**src/rtl/core/kstq_pkg.sv**
```systemverilog
// Shared types, codes and the scancode translation table for the TTY input queue.
`default_nettype none

package kstq_pkg;

    localparam int KSTQ_SC_DEPTH   = 256;
    localparam int KSTQ_CHAR_DEPTH = 256;

    // Input actions
    localparam logic [1:0] ACT_KEY       = 2'd0;
    localparam logic [1:0] ACT_SERIAL    = 2'd1;
    localparam logic [1:0] ACT_READ_SC   = 2'd2;
    localparam logic [1:0] ACT_READ_CHAR = 2'd3;

    // Signal codes
    localparam logic [1:0] SIG_NONE = 2'd0;
    localparam logic [1:0] SIG_INT  = 2'd1;
    localparam logic [1:0] SIG_QUIT = 2'd2;
    localparam logic [1:0] SIG_STOP = 2'd3;

    // Configuration register indexes
    localparam logic [2:0] REG_SIGNALS_ENABLED  = 3'd0;
    localparam logic [2:0] REG_INTERRUPT_CHAR   = 3'd1;
    localparam logic [2:0] REG_QUIT_CHAR        = 3'd2;
    localparam logic [2:0] REG_SUSPEND_CHAR     = 3'd3;
    localparam logic [2:0] REG_FOREGROUND_GROUP = 3'd4;

    localparam logic       RST_SIGNALS_ENABLED  = 1'b1;
    localparam logic [7:0] RST_INTERRUPT_CHAR   = 8'd3;
    localparam logic [7:0] RST_QUIT_CHAR        = 8'd28;
    localparam logic [7:0] RST_SUSPEND_CHAR     = 8'd26;
    localparam logic [15:0] RST_FOREGROUND_GROUP = 16'd0;

    typedef struct packed {
        logic push;
        logic pop;
    } ring_ctrl_t;

    typedef struct packed {
        logic full;
        logic empty;
        logic pending_next;
    } ring_stat_t;

    // Set-1 press code to unshifted ASCII; zero means no character.
    function automatic logic [7:0] translate(input logic [6:0] code);
        logic [7:0] c;
        case (code)
            7'd1:    c = 8'd27;
            7'd2:    c = 8'h31;
            7'd3:    c = 8'h32;
            7'd4:    c = 8'h33;
            7'd5:    c = 8'h34;
            7'd6:    c = 8'h35;
            7'd7:    c = 8'h36;
            7'd8:    c = 8'h37;
            7'd9:    c = 8'h38;
            7'd10:   c = 8'h39;
            7'd11:   c = 8'h30;
            7'd12:   c = 8'h2D;
            7'd13:   c = 8'h3D;
            7'd14:   c = 8'd8;
            7'd15:   c = 8'd9;
            7'd16:   c = 8'h71;
            7'd17:   c = 8'h77;
            7'd18:   c = 8'h65;
            7'd19:   c = 8'h72;
            7'd20:   c = 8'h74;
            7'd21:   c = 8'h79;
            7'd22:   c = 8'h75;
            7'd23:   c = 8'h69;
            7'd24:   c = 8'h6F;
            7'd25:   c = 8'h70;
            7'd26:   c = 8'h5B;
            7'd27:   c = 8'h5D;
            7'd28:   c = 8'd10;
            7'd30:   c = 8'h61;
            7'd31:   c = 8'h73;
            7'd32:   c = 8'h64;
            7'd33:   c = 8'h66;
            7'd34:   c = 8'h67;
            7'd35:   c = 8'h68;
            7'd36:   c = 8'h6A;
            7'd37:   c = 8'h6B;
            7'd38:   c = 8'h6C;
            7'd39:   c = 8'h3B;
            7'd40:   c = 8'h27;
            7'd41:   c = 8'h60;
            7'd43:   c = 8'h5C;
            7'd44:   c = 8'h7A;
            7'd45:   c = 8'h78;
            7'd46:   c = 8'h63;
            7'd47:   c = 8'h76;
            7'd48:   c = 8'h62;
            7'd49:   c = 8'h6E;
            7'd50:   c = 8'h6D;
            7'd51:   c = 8'h2C;
            7'd52:   c = 8'h2E;
            7'd53:   c = 8'h2F;
            7'd55:   c = 8'h2A;
            7'd57:   c = 8'h20;
            default: c = 8'd0;
        endcase
        return c;
    endfunction

endpackage

`default_nettype wire

```
**src/rtl/core/kstq_ring.sv**
```systemverilog
// Ring buffer with one write and one registered read port, one slot kept free.
`default_nettype none

module kstq_ring #(
    parameter int DEPTH = 256,
    parameter int WIDTH = 8
) (
    input  wire logic                aclk,
    input  wire logic                aresetn,
    input  wire kstq_pkg::ring_ctrl_t ctrl,
    input  wire logic [WIDTH-1:0]    push_data,
    output logic [WIDTH-1:0]         pop_data,
    output kstq_pkg::ring_stat_t     stat
);
    import kstq_pkg::*;

    localparam int PW = $clog2(DEPTH);
    localparam logic [PW-1:0] LAST = PW'(DEPTH - 1);

    logic [WIDTH-1:0] mem [DEPTH];
    logic [PW-1:0] head_reg, head_next, head_inc;
    logic [PW-1:0] tail_reg, tail_next, tail_inc;
    logic [WIDTH-1:0] pop_data_reg;

    always_comb begin
        head_inc  = (head_reg == LAST) ? '0 : head_reg + 1'b1;
        tail_inc  = (tail_reg == LAST) ? '0 : tail_reg + 1'b1;
        head_next = ctrl.push ? head_inc : head_reg;
        tail_next = ctrl.pop ? tail_inc : tail_reg;
        stat.full         = (head_inc == tail_reg);
        stat.empty        = (head_reg == tail_reg);
        stat.pending_next = (head_next != tail_next);
    end

    always_ff @(posedge aclk) begin
        if (!aresetn) begin
            head_reg <= '0;
            tail_reg <= '0;
        end else begin
            head_reg <= head_next;
            tail_reg <= tail_next;
        end
    end

    always_ff @(posedge aclk) begin
        if (ctrl.push) begin
            mem[head_reg] <= push_data;
        end
    end

    always_ff @(posedge aclk) begin
        if (ctrl.pop) begin
            pop_data_reg <= mem[tail_reg];
        end
    end

    assign pop_data = pop_data_reg;

endmodule

`default_nettype wire

```
**src/rtl/core/keyboard_serial_tty_input_queue_top.sv**
```systemverilog
// Keyboard/serial TTY input queue: top level with scancode and character rings.
//
// Input beats (s_valid/s_ready) carry an action and a data byte: a set-1
// scancode, a serial byte, or a pop request for the scancode or character
// ring. Each beat yields exactly one result beat on m_valid/m_ready with the
// read data, signal report, key event, drop flag, wake flag and the pending
// flags of both rings after that beat.
// Each beat passes the stage register, which holds the decoded beat and the
// ring read data, and then the output register.
// Throughput is one beat per cycle while the receiver does not stall; the ring
// memory read port, registered, sets the first stage.
// When the receiver stalls, the output register holds, the stage behind it
// fills, and s_ready drops until m_ready returns.
// Configuration writes (cfg_wr_en, cfg_index, cfg_wdata) take effect at once;
// the user must make them only while the queue is idle, the block does not enforce it.
// Reset empties both rings, clears both stages and loads the register
// defaults; ring contents are not cleared and no clearing pass is run.
`default_nettype none

module keyboard_serial_tty_input_queue_top #(
    parameter int SCANCODE_RING_DEPTH = kstq_pkg::KSTQ_SC_DEPTH,
    parameter int CHAR_RING_DEPTH     = kstq_pkg::KSTQ_CHAR_DEPTH
) (
    input  wire logic        aclk,
    input  wire logic        aresetn,
    input  wire logic        cfg_wr_en,
    input  wire logic [2:0]  cfg_index,
    input  wire logic [15:0] cfg_wdata,
    input  wire logic        s_valid,
    output logic             s_ready,
    input  wire logic [1:0]  s_action,
    input  wire logic [7:0]  s_data_byte,
    output logic             m_valid,
    input  wire logic        m_ready,
    output logic             m_read_valid,
    output logic [7:0]       m_read_data,
    output logic [1:0]       m_signal_code,
    output logic [15:0]      m_signal_group,
    output logic             m_key_event_valid,
    output logic [7:0]       m_key_event_char,
    output logic             m_dropped,
    output logic             m_wake_readers,
    output logic             m_scancode_pending,
    output logic             m_char_pending
);
    import kstq_pkg::*;

    typedef struct packed {
        logic        read_valid;
        logic        read_from_sc;
        logic [1:0]  signal_code;
        logic [15:0] signal_group;
        logic        key_event_valid;
        logic [7:0]  key_event_char;
        logic        dropped;
        logic        wake_readers;
        logic        scancode_pending;
        logic        char_pending;
    } stage_t;

    typedef struct packed {
        logic        read_valid;
        logic [7:0]  read_data;
        logic [1:0]  signal_code;
        logic [15:0] signal_group;
        logic        key_event_valid;
        logic [7:0]  key_event_char;
        logic        dropped;
        logic        wake_readers;
        logic        scancode_pending;
        logic        char_pending;
    } result_t;

    logic        sig_en_reg;
    logic [7:0]  int_char_reg, quit_char_reg, susp_char_reg;
    logic [15:0] fg_group_reg;

    logic   stg_valid_reg, stg_valid_next;
    stage_t stg_reg, stg_next;
    logic   out_valid_reg, out_valid_next;
    result_t out_reg, out_next;

    logic out_free, accept;
    logic is_press, is_serial, char_req;
    logic [7:0] key_char, sig_char;
    logic [1:0] sig_raw, sig_eff;

    ring_ctrl_t sc_ctrl, ch_ctrl;
    ring_stat_t sc_stat, ch_stat;
    logic [6:0] sc_rd_data;
    logic [7:0] ch_rd_data;

    // Configuration registers
    always_ff @(posedge aclk) begin
        if (!aresetn) begin
            sig_en_reg    <= RST_SIGNALS_ENABLED;
            int_char_reg  <= RST_INTERRUPT_CHAR;
            quit_char_reg <= RST_QUIT_CHAR;
            susp_char_reg <= RST_SUSPEND_CHAR;
            fg_group_reg  <= RST_FOREGROUND_GROUP;
        end else if (cfg_wr_en) begin
            unique case (cfg_index)
                REG_SIGNALS_ENABLED:  sig_en_reg    <= cfg_wdata[0];
                REG_INTERRUPT_CHAR:   int_char_reg  <= cfg_wdata[7:0];
                REG_QUIT_CHAR:        quit_char_reg <= cfg_wdata[7:0];
                REG_SUSPEND_CHAR:     susp_char_reg <= cfg_wdata[7:0];
                REG_FOREGROUND_GROUP: fg_group_reg  <= cfg_wdata;
                default: ;
            endcase
        end
    end

    assign out_free = !out_valid_reg || m_ready;
    assign s_ready  = !stg_valid_reg || out_free;
    assign accept   = s_valid && s_ready;

    // Decode one beat
    always_comb begin
        is_press  = (s_action == ACT_KEY) && !s_data_byte[7];
        is_serial = (s_action == ACT_SERIAL);
        key_char  = translate(s_data_byte[6:0]);
        sig_char  = is_serial ? s_data_byte : key_char;

        if (!sig_en_reg) begin
            sig_raw = SIG_NONE;
        end else if (sig_char == int_char_reg) begin
            sig_raw = SIG_INT;
        end else if (sig_char == quit_char_reg) begin
            sig_raw = SIG_QUIT;
        end else if (sig_char == susp_char_reg) begin
            sig_raw = SIG_STOP;
        end else begin
            sig_raw = SIG_NONE;
        end

        // a key with no character takes no part in the signal check
        if (is_serial || (is_press && key_char != 8'd0)) begin
            sig_eff = sig_raw;
        end else begin
            sig_eff = SIG_NONE;
        end
        char_req = (is_serial || (is_press && key_char != 8'd0)) && (sig_eff == SIG_NONE);

        sc_ctrl.push = accept && is_press && !sc_stat.full;
        sc_ctrl.pop  = accept && (s_action == ACT_READ_SC) && !sc_stat.empty;
        ch_ctrl.push = accept && char_req && !ch_stat.full;
        ch_ctrl.pop  = accept && (s_action == ACT_READ_CHAR) && !ch_stat.empty;

        stg_next.read_valid   = sc_ctrl.pop || ch_ctrl.pop;
        stg_next.read_from_sc = (s_action == ACT_READ_SC);
        // zero group swallows the signal
        stg_next.signal_code  = (fg_group_reg == 16'd0) ? SIG_NONE : sig_eff;
        stg_next.signal_group = (stg_next.signal_code == SIG_NONE) ? 16'd0 : fg_group_reg;
        stg_next.key_event_valid = is_press && char_req;
        stg_next.key_event_char  = (is_press && char_req) ? key_char : 8'd0;
        stg_next.dropped = (is_press && sc_stat.full) || (char_req && ch_stat.full);
        stg_next.wake_readers     = is_press || is_serial;
        stg_next.scancode_pending = sc_stat.pending_next;
        stg_next.char_pending     = ch_stat.pending_next;
    end

    kstq_ring #(
        .DEPTH (SCANCODE_RING_DEPTH),
        .WIDTH (7)
    ) u_sc_ring (
        .aclk      (aclk),
        .aresetn   (aresetn),
        .ctrl      (sc_ctrl),
        .push_data (s_data_byte[6:0]),
        .pop_data  (sc_rd_data),
        .stat      (sc_stat)
    );

    kstq_ring #(
        .DEPTH (CHAR_RING_DEPTH),
        .WIDTH (8)
    ) u_ch_ring (
        .aclk      (aclk),
        .aresetn   (aresetn),
        .ctrl      (ch_ctrl),
        .push_data (sig_char),
        .pop_data  (ch_rd_data),
        .stat      (ch_stat)
    );

    always_comb begin
        stg_valid_next = accept ? 1'b1 : (out_free ? 1'b0 : stg_valid_reg);
        out_valid_next = out_free ? stg_valid_reg : out_valid_reg;

        out_next.read_valid = stg_reg.read_valid;
        if (!stg_reg.read_valid) begin
            out_next.read_data = 8'd0;
        end else if (stg_reg.read_from_sc) begin
            out_next.read_data = translate(sc_rd_data);
        end else begin
            out_next.read_data = ch_rd_data;
        end
        out_next.signal_code      = stg_reg.signal_code;
        out_next.signal_group     = stg_reg.signal_group;
        out_next.key_event_valid  = stg_reg.key_event_valid;
        out_next.key_event_char   = stg_reg.key_event_char;
        out_next.dropped          = stg_reg.dropped;
        out_next.wake_readers     = stg_reg.wake_readers;
        out_next.scancode_pending = stg_reg.scancode_pending;
        out_next.char_pending     = stg_reg.char_pending;
    end

    always_ff @(posedge aclk) begin
        if (!aresetn) begin
            stg_valid_reg <= 1'b0;
            out_valid_reg <= 1'b0;
        end else begin
            stg_valid_reg <= stg_valid_next;
            out_valid_reg <= out_valid_next;
        end
    end

    // Payload: load stage on accept, output when it frees up
    always_ff @(posedge aclk) begin
        if (accept) begin
            stg_reg <= stg_next;
        end
        if (out_free && stg_valid_reg) begin
            out_reg <= out_next;
        end
    end

    assign m_valid            = out_valid_reg;
    assign m_read_valid       = out_reg.read_valid;
    assign m_read_data        = out_reg.read_data;
    assign m_signal_code      = out_reg.signal_code;
    assign m_signal_group     = out_reg.signal_group;
    assign m_key_event_valid  = out_reg.key_event_valid;
    assign m_key_event_char   = out_reg.key_event_char;
    assign m_dropped          = out_reg.dropped;
    assign m_wake_readers     = out_reg.wake_readers;
    assign m_scancode_pending = out_reg.scancode_pending;
    assign m_char_pending     = out_reg.char_pending;

endmodule

`default_nettype wire

```
**config.mk**
```make
export PLATFORM = sky130hd
export DESIGN_NAME = keyboard_serial_tty_input_queue_top
export DESIGN_NICKNAME = d
export VERILOG_FILES = /design/src/rtl/core/kstq_pkg.sv /design/src/rtl/core/kstq_ring.sv /design/src/rtl/core/keyboard_serial_tty_input_queue_top.sv
export SDC_FILE = /design/constraint.sdc
export NUM_CORES = 2
export LEC_CHECK = 0
export BUFFER_PORTS_ARGS = -buffer_cell sky130_fd_sc_hd__buf_2
export CORE_ASPECT_RATIO = 1.2
export CORE_UTILIZATION = 25
export DETAILED_ROUTE_END_ITERATION = 8
export GPL_ROUTABILITY_DRIVEN = 1
export SETUP_SLACK_MARGIN = 0.05
export SYNTH_ARGS = -nofsm -noshare
export SYNTH_HDL_FRONTEND = slang
export SYNTH_MEMORY_MAX_BITS = 65536
export SYNTH_SLANG_ARGS = --single-unit
```
**constraint.sdc**
```tcl
create_clock -name aclk -period 26.4 [get_ports aclk]
set_clock_uncertainty 0.2 [all_clocks]
set_input_delay 1.32 -clock aclk [delete_from_list [all_inputs] [get_ports aclk]]
set_output_delay 1.32 -clock aclk [all_outputs]
set_load 0.03 [all_outputs]
```
## Word-level counts from Yosys, hierarchy flattened

Memory sizes are Yosys's and may differ from the RTL's. A register that Yosys moved wholly into a read port is not among the register bits.
Index checks and enable logic that the tools add are counted.
Widths: inputs -> output; s select.

- Bits in registers: 148
- Memory bits (writable): 3840
- Bits in read-only memories: 896
- Bits of input ports: 34
- Output and inout port bits: 42
- Word-level logic and storage cells: 124
- Memories kept: 4

Memories:

| name | words | bits a word | read ports | clocked after memory_dff | wr ports | RTL line | text |
|---|---|---|---|---|---|---|---|
| u_ch_ring.mem | 256 | 8 | 1 | 1 | 1 | kstq_ring.sv:20 | `logic [WIDTH-1:0] mem [DEPTH];` |
| u_sc_ring.mem | 256 | 7 | 1 | 1 | 1 | kstq_ring.sv:20 |  |
| (name not given) | 64 | 7 | 1 | 0 | 0 | kstq_pkg.sv:48 | `case (code)` |
| (name not given) | 64 | 7 | 1 | 0 | 0 | kstq_pkg.sv:48 |  |

- Add/subtract/negate cells: 4
- Equal/unequal tests: 20
- Multiplexer cells: 24
- Reduce and logical (&&, ||, !) cells: 41

Operator list:

| kind | number |
|---|---|
| $mux 8 | 12 |
| $eq 8x8->1 | 7 |
| $add 8x1->8 const B | 4 |
| $eq 8x8->1 const B | 4 |
| $logic_and 1x1->1 | 16 |
| $logic_not 16->1 | 1 |
| $ne 8x8->1 | 2 |
| $mux 2 | 6 |
| $reduce_and 2->1 | 5 |
| $reduce_bool 8->1 | 1 |
| $logic_not 1->1 | 7 |
| $eq 3x2->1 const B | 2 |
| $logic_not 2->1 | 3 |
| $logic_or 1x1->1 | 6 |
| $mux 1 | 6 |
| $eq 2x2->1 const B | 2 |
| $eq 3x1->1 const B | 1 |
| $eq 3x3->1 const B | 1 |
| $logic_not 3->1 | 1 |
| $eq 2x1->1 const B | 1 |
| $reduce_bool 2->1 | 1 |

## Longest topological paths before layout

An unclocked memory read counts as a cell.

- Word-level depth: 15
- Gate-level depth with buffers: 17
- Depth with buffers taken out: 14

## Modules after synthesis

Synthesis repeated with hierarchy kept, for this count alone.

- Cells, all modules: 8065
- Area, all modules: 159185.2 um^2

By module, submodules not included:

| module | instances | cells each | area each (um^2) |
|---|---|---|---|
| kstq_ring (u_ch_ring) | 1 | 3861 | 81245.4 |
| kstq_ring (u_sc_ring) | 1 | 3525 | 71501.1 |
| keyboard_serial_tty_input_queue_top | 1 | 679 | 6438.7 |

## Worst setup path before layout

No wires, ideal clock.

- Path kind: in2reg
- Start point: input port s_data_byte[0]
- End point: memory u_ch_ring.mem[198][0] (enable)
- Setup time: 0.370 ns
- Arrival time: 15.555 ns
- Required time: 25.830 ns
- Setup slack: 10.275 ns
- Stages on the path: 17
- Path buffers: 3
- Cell sequence: clkbuf_1 inv_1 ha_1 nor2b_1 nor4_1 a311oi_1 and2_4 o21ai_0 a2111o_1 nor2_1 nand3b_4 a211o_1 buf_6 nor3_2 nand3_1 buf_2 nor2_1

- Cells in the longest elaborated chain, start to end: 15
- Elaborated cells between the ends (all ways): 20

RTL lines:

| what | RTL line | text |
|---|---|---|
| start, declared | keyboard_serial_tty_input_queue_top.sv:32 | `input wire logic [7:0] s_data_byte,` |
| $mem_v2 64x7 * | - |  |
| $mux 8 * | kstq_pkg.sv:48 |  |
| $mux 8 * | keyboard_serial_tty_input_queue_top.sv:122 | `sig_char = is_serial ? s_data_byte : key_char;` |
| named net sig_char[3] | keyboard_serial_tty_input_queue_top.sv:85 | `logic [7:0] key_char, sig_char;` |
| $eq 8x8->1 | keyboard_serial_tty_input_queue_top.sv:130 | `end else if (sig_char == susp_char_reg) begin` |
| $mux 2 | keyboard_serial_tty_input_queue_top.sv:130 |  |
| $mux 2 | keyboard_serial_tty_input_queue_top.sv:128 | `end else if (sig_char == quit_char_reg) begin` |
| $mux 2 * | keyboard_serial_tty_input_queue_top.sv:126 | `end else if (sig_char == int_char_reg) begin` |
| $mux 2 * | keyboard_serial_tty_input_queue_top.sv:124 | `if (!sig_en_reg) begin` |
| $mux 2 * | keyboard_serial_tty_input_queue_top.sv:137 | `if (is_serial \|\| (is_press && key_char != 8'd0)) begin` |
| $logic_not 2->1 * | keyboard_serial_tty_input_queue_top.sv:142 | `char_req = (is_serial \|\| (is_press && key_char != 8'd0)) && (sig_eff == SIG_NONE);` |
| $logic_and 1x1->1 * | keyboard_serial_tty_input_queue_top.sv:142 |  |
| $logic_and 1x1->1 * (2 in series) | keyboard_serial_tty_input_queue_top.sv:146 | `ch_ctrl.push = accept && char_req && !ch_stat.full;` |
| $mux 1 * | kstq_ring.sv:46 | `if (ctrl.push) begin` |
| $mux 1 (not written as such) * | kstq_ring.sv:47 | `mem[head_reg] <= push_data;` |
| end, declared | kstq_ring.sv:20 |  |

The timed path passes the listed nets; every way through them passes the cells marked *.

## Final worst setup path

- Start point: input port s_data_byte[1]
- End point: memory u_ch_ring.mem[97][0] (enable)

The elaborated chain is that of the path after synthesis.

==> metrics.md <==
| Metric | Value |
|---|---|
| # DRC | 0 |
| RSZ-0062 raised after global routing | no |
| Sequential area share after synthesis | 0.760 |
| Most flops, register | u_ch_ring.mem |
| GR Overflow Total | 0 |
| Vias post-DR | about 74k |
| Design Area, Final | between 150000 and 200000 µm² |
| PostCTS Resize Cnt | 0 |
| Fin Setup TNS | 0 ns |
| Startpoint types | input pin |
| Final Hold Slack | around 0.22 ns |
| Worst-skew pair later-pin latency | between 0.9 and 1 ns |
| Mapped Cells | 7109 |
| HPWL Detailed | approximately 250 mm |
| First-pass DRT Iterations | 6 |
| Max Used Layer | met5 |
| Async SR Flop Fraction | 0 |
| DRT iter0 DRCs | around 9.0k |
| Cell area after placement | about 170000 µm² |
| VDD IR max | approximately 54 µV |
| Root Driver | clkbuf_16 |
| Min-Delay Path Class | register to register |
| Unique masters post-synth | between 70 and 80 |
| Die Area | roughly 630000 µm² |
| Non-Filler Instances | between 15k and 20k |
| Post-layout min period | around 7.9 ns |
| Worst slew margin relative to its limit | 0.107 |
| Synth Flop Type | edfxtp_1 |
| Clk buf depth | 4 |
| Antenna viol nets, final | 0 |
| Largest net degree at the start of global routing | 200 |
| Worst slew pin tran | 1.34 ns |
| Critical path arrival | 8.29 ns |
| PD cells | just over 70 nW/µm² |
| CTS H-Tree Depth | 5 |
| Hold Buf Count CTS | 0 |
| Post-Syn Area | 157000 µm² |
| Maximum fanout along the worst path | between 100 and 150 |
| Chip width | roughly 730 µm |
| Port-buffer cells | 74 |
| F_max | 127 MHz |
| Nets | approximately 7.3k |
| # placed instances | roughly 15k |
| Ports | 76 |
| Global Route Usage Sum | 0.125 |
| Initial antenna violation count | 22 |
| DR WL/cell | approximately 26 µm |
| Clk slew on worst S/H paths | about 0.060 ns |
| Met3 wire length | between 20 and 30 mm |
| Area delta synth->final | 14.9% |
| Setup crit end kind | register |
| CP Data Required Time | 26.79 ns |
| Syn_nets | approximately 7k |
| Layout cells sized above 1 | 0.275 |
| First-pass GRT wire length | roughly 580 mm |
| Mean Syn Cell Area | between 20 and 25 µm² |
| Final Max Slew Viols | 0 |
| Crit Path Class | input pin to register |
| DR vias/cell | 4.68 |
| CTS sink count | 4001 |
| Vias in the first global route | ~76k |
| Yosys warnings | 0 |
| Post-CTS Setup Bufs | 0 |
| TritonCTS clock tree | done |
| Total CTS buffers | 400 |
| Site row count | 318 |
| Placer Congestion | 0.846 |
| Die H | about 870 µm |
| Starting Density | 0.251 |
| Seq cells post-synth | roughly 4.0k |
| Fin. Hold Viols | 0 |
| Max-cap viol count | 0 |
| Core Area | 625000 µm² |
| Met2 wire len | between 200 and 250 mm |
| Period Utilization, post-route | 0.299 |
| Max reg flops | approximately 2.0k |
| M1 WL | 155 mm |
| Static Leak | about 50 nW |
| Routed wire length | ~400 mm |
| Status | finished clean |
| Setup violations, final | 0 |
| Post-synth EDFFs | roughly 3.9k |
## cell families (layout without fill, tap and decap cells)
family,Yosys count,in the layout,share of synthesized area
AOI/OAI and AO/OA,240,240,0.0103
xor gates and xnor gates,71,71,0.00396
adders and majority gates,31,31,0.00247
buffers and inverters,461,945,0.0114
DFF,4001,4001,0.760
muxes,1289,1289,0.184
other,1,11,0.0000239
and+or+nand+nor,1015,1015,0.0286
## cells in the final DEF (no fill, tap or decap), types with 31 or more instances in the layout
| cell type | instances |
|---|---|
| edfxtp_1 | 3926 |
| mux4_2 | 1274 |
| nor2_1 | 568 |
| clkbuf_16 | 409 |
| nand2_1 | 182 |
| buf_4 | 102 |
| clkbuf_1 | 76 |
| clkinv_1 | 75 |
| buf_2 | 67 |
| clkinv_2 | 63 |
| dfxtp_1 | 63 |
| a21oi_1 | 50 |
| o21ai_0 | 49 |
| nor2b_1 | 45 |
| bufinv_16 | 41 |
| and3_1 | 40 |
| xnor2_1 | 36 |
| a21boi_0 | 36 |
| xor2_1 | 35 |
| nand3_1 | 33 |
| ha_1 | 31 |
## through the flow
| stage | setup slack [ns] | util | total power [mW] |
|---|---|---|---|
| after floorplan | 10.28 | - | 7.33 |
| after global placement | 17.51 | 0.268 | 7.50 |
| after detailed placement | 17.48 | 0.268 | 7.50 |
| after CTS | 18.49 | 0.289 | 13.1 |
| after global routing | 18.15 | 0.289 | 13.3 |
| final | 18.50 | 0.289 | 13.0 |
## power by group
part | switching [mW] | internal (mW)
logic | 0.257 | 0.0656
registers | 0.0113 | 7.02
clock network | 2.40 | 3.26
total | 2.67 | 10.3
## layout make-up
| cell class | instances | area (µm²) |
|---|---|---|
| antenna | 10 | 25.0 |
| inverter | 33 | 154 |
| tap | 8320 | 10400 |
| multi-input combinational | 2647 | 36100 |
| clock buffer | 489 | 10600 |
| timing repair buffer | 187 | 1430 |
| sequential | 4001 | 119000 |
| fill | 60200 | 445000 |
| clock inverter | 236 | 2460 |
## cell usage after synthesis (7+ instances only)
library cell  instances  area [µm²]
clkbuf_1            259         972
mux4_2             1274       28700
xor2_1               35         307
o211ai_1             10        75.1
nor2_1              568        2130
or3_1                 9        56.3
ha_1                 31         388
xnor2_1              36         315
nor2b_1              46         288
edfxtp_1           3926      118000
nor3_1               19        95.1
buf_2                26         130
nor4_1               12        75.1
nand2b_1             12        75.1
a211oi_1             10        75.1
o21ai_0              51         255
and2_1               27         169
inv_1                31         116
nand2_1             192         721
and3_1               40         250
nand3b_1              8        60.1
mux2i_1              13         130
a21boi_0             37         278
buf_1               136         510
nand3_1              37         185
dfxtp_1              75        1500
and3b_1               7        61.3
a21oi_1              51         255
nand4_1               9        56.3
## routing by layer
layer  global-route usage  vias to the layer above
li1                     -                    30200
met1                0.155                    39900
met2                0.220                     3609
met3               0.0189                      726
met4               0.0443                        6
met5                    0                        -
## critical path, cell delays in order
cell and delay, ns:
buf_8 0.42, inv_1 0.38, ha_1 0.32, nor2b_1 0.19
a22oi_1 0.10, o32ai_1 0.73, o32ai_4 0.18, buf_12 0.32
xnor2_1 0.23, o2111ai_1 0.13, or4_1 0.26, nand3b_4 0.23
a211o_1 0.70, nor2_1 0.90, nand2_1 0.85, nor2_1 0.82
## final timing paths
| kind | start | end | slack, ns | cells past startpoint |
|---|---|---|---|---|
| worst max-delay path | s_data_byte[1] | u_ch_ring.mem[97][0] | 18.50 | 16 |
| worst min-delay path | out_next[15] | m_signal_group[2] | 0.22 | 0 |
| worst max register to register | u_ch_ring.tail_reg[0] | u_ch_ring.pop_data[6] | 19.14 | 8 |
| worst min register to register | out_next[15] | m_signal_group[2] | 0.22 | 0 |
Power figures use the tool's default switching activity.
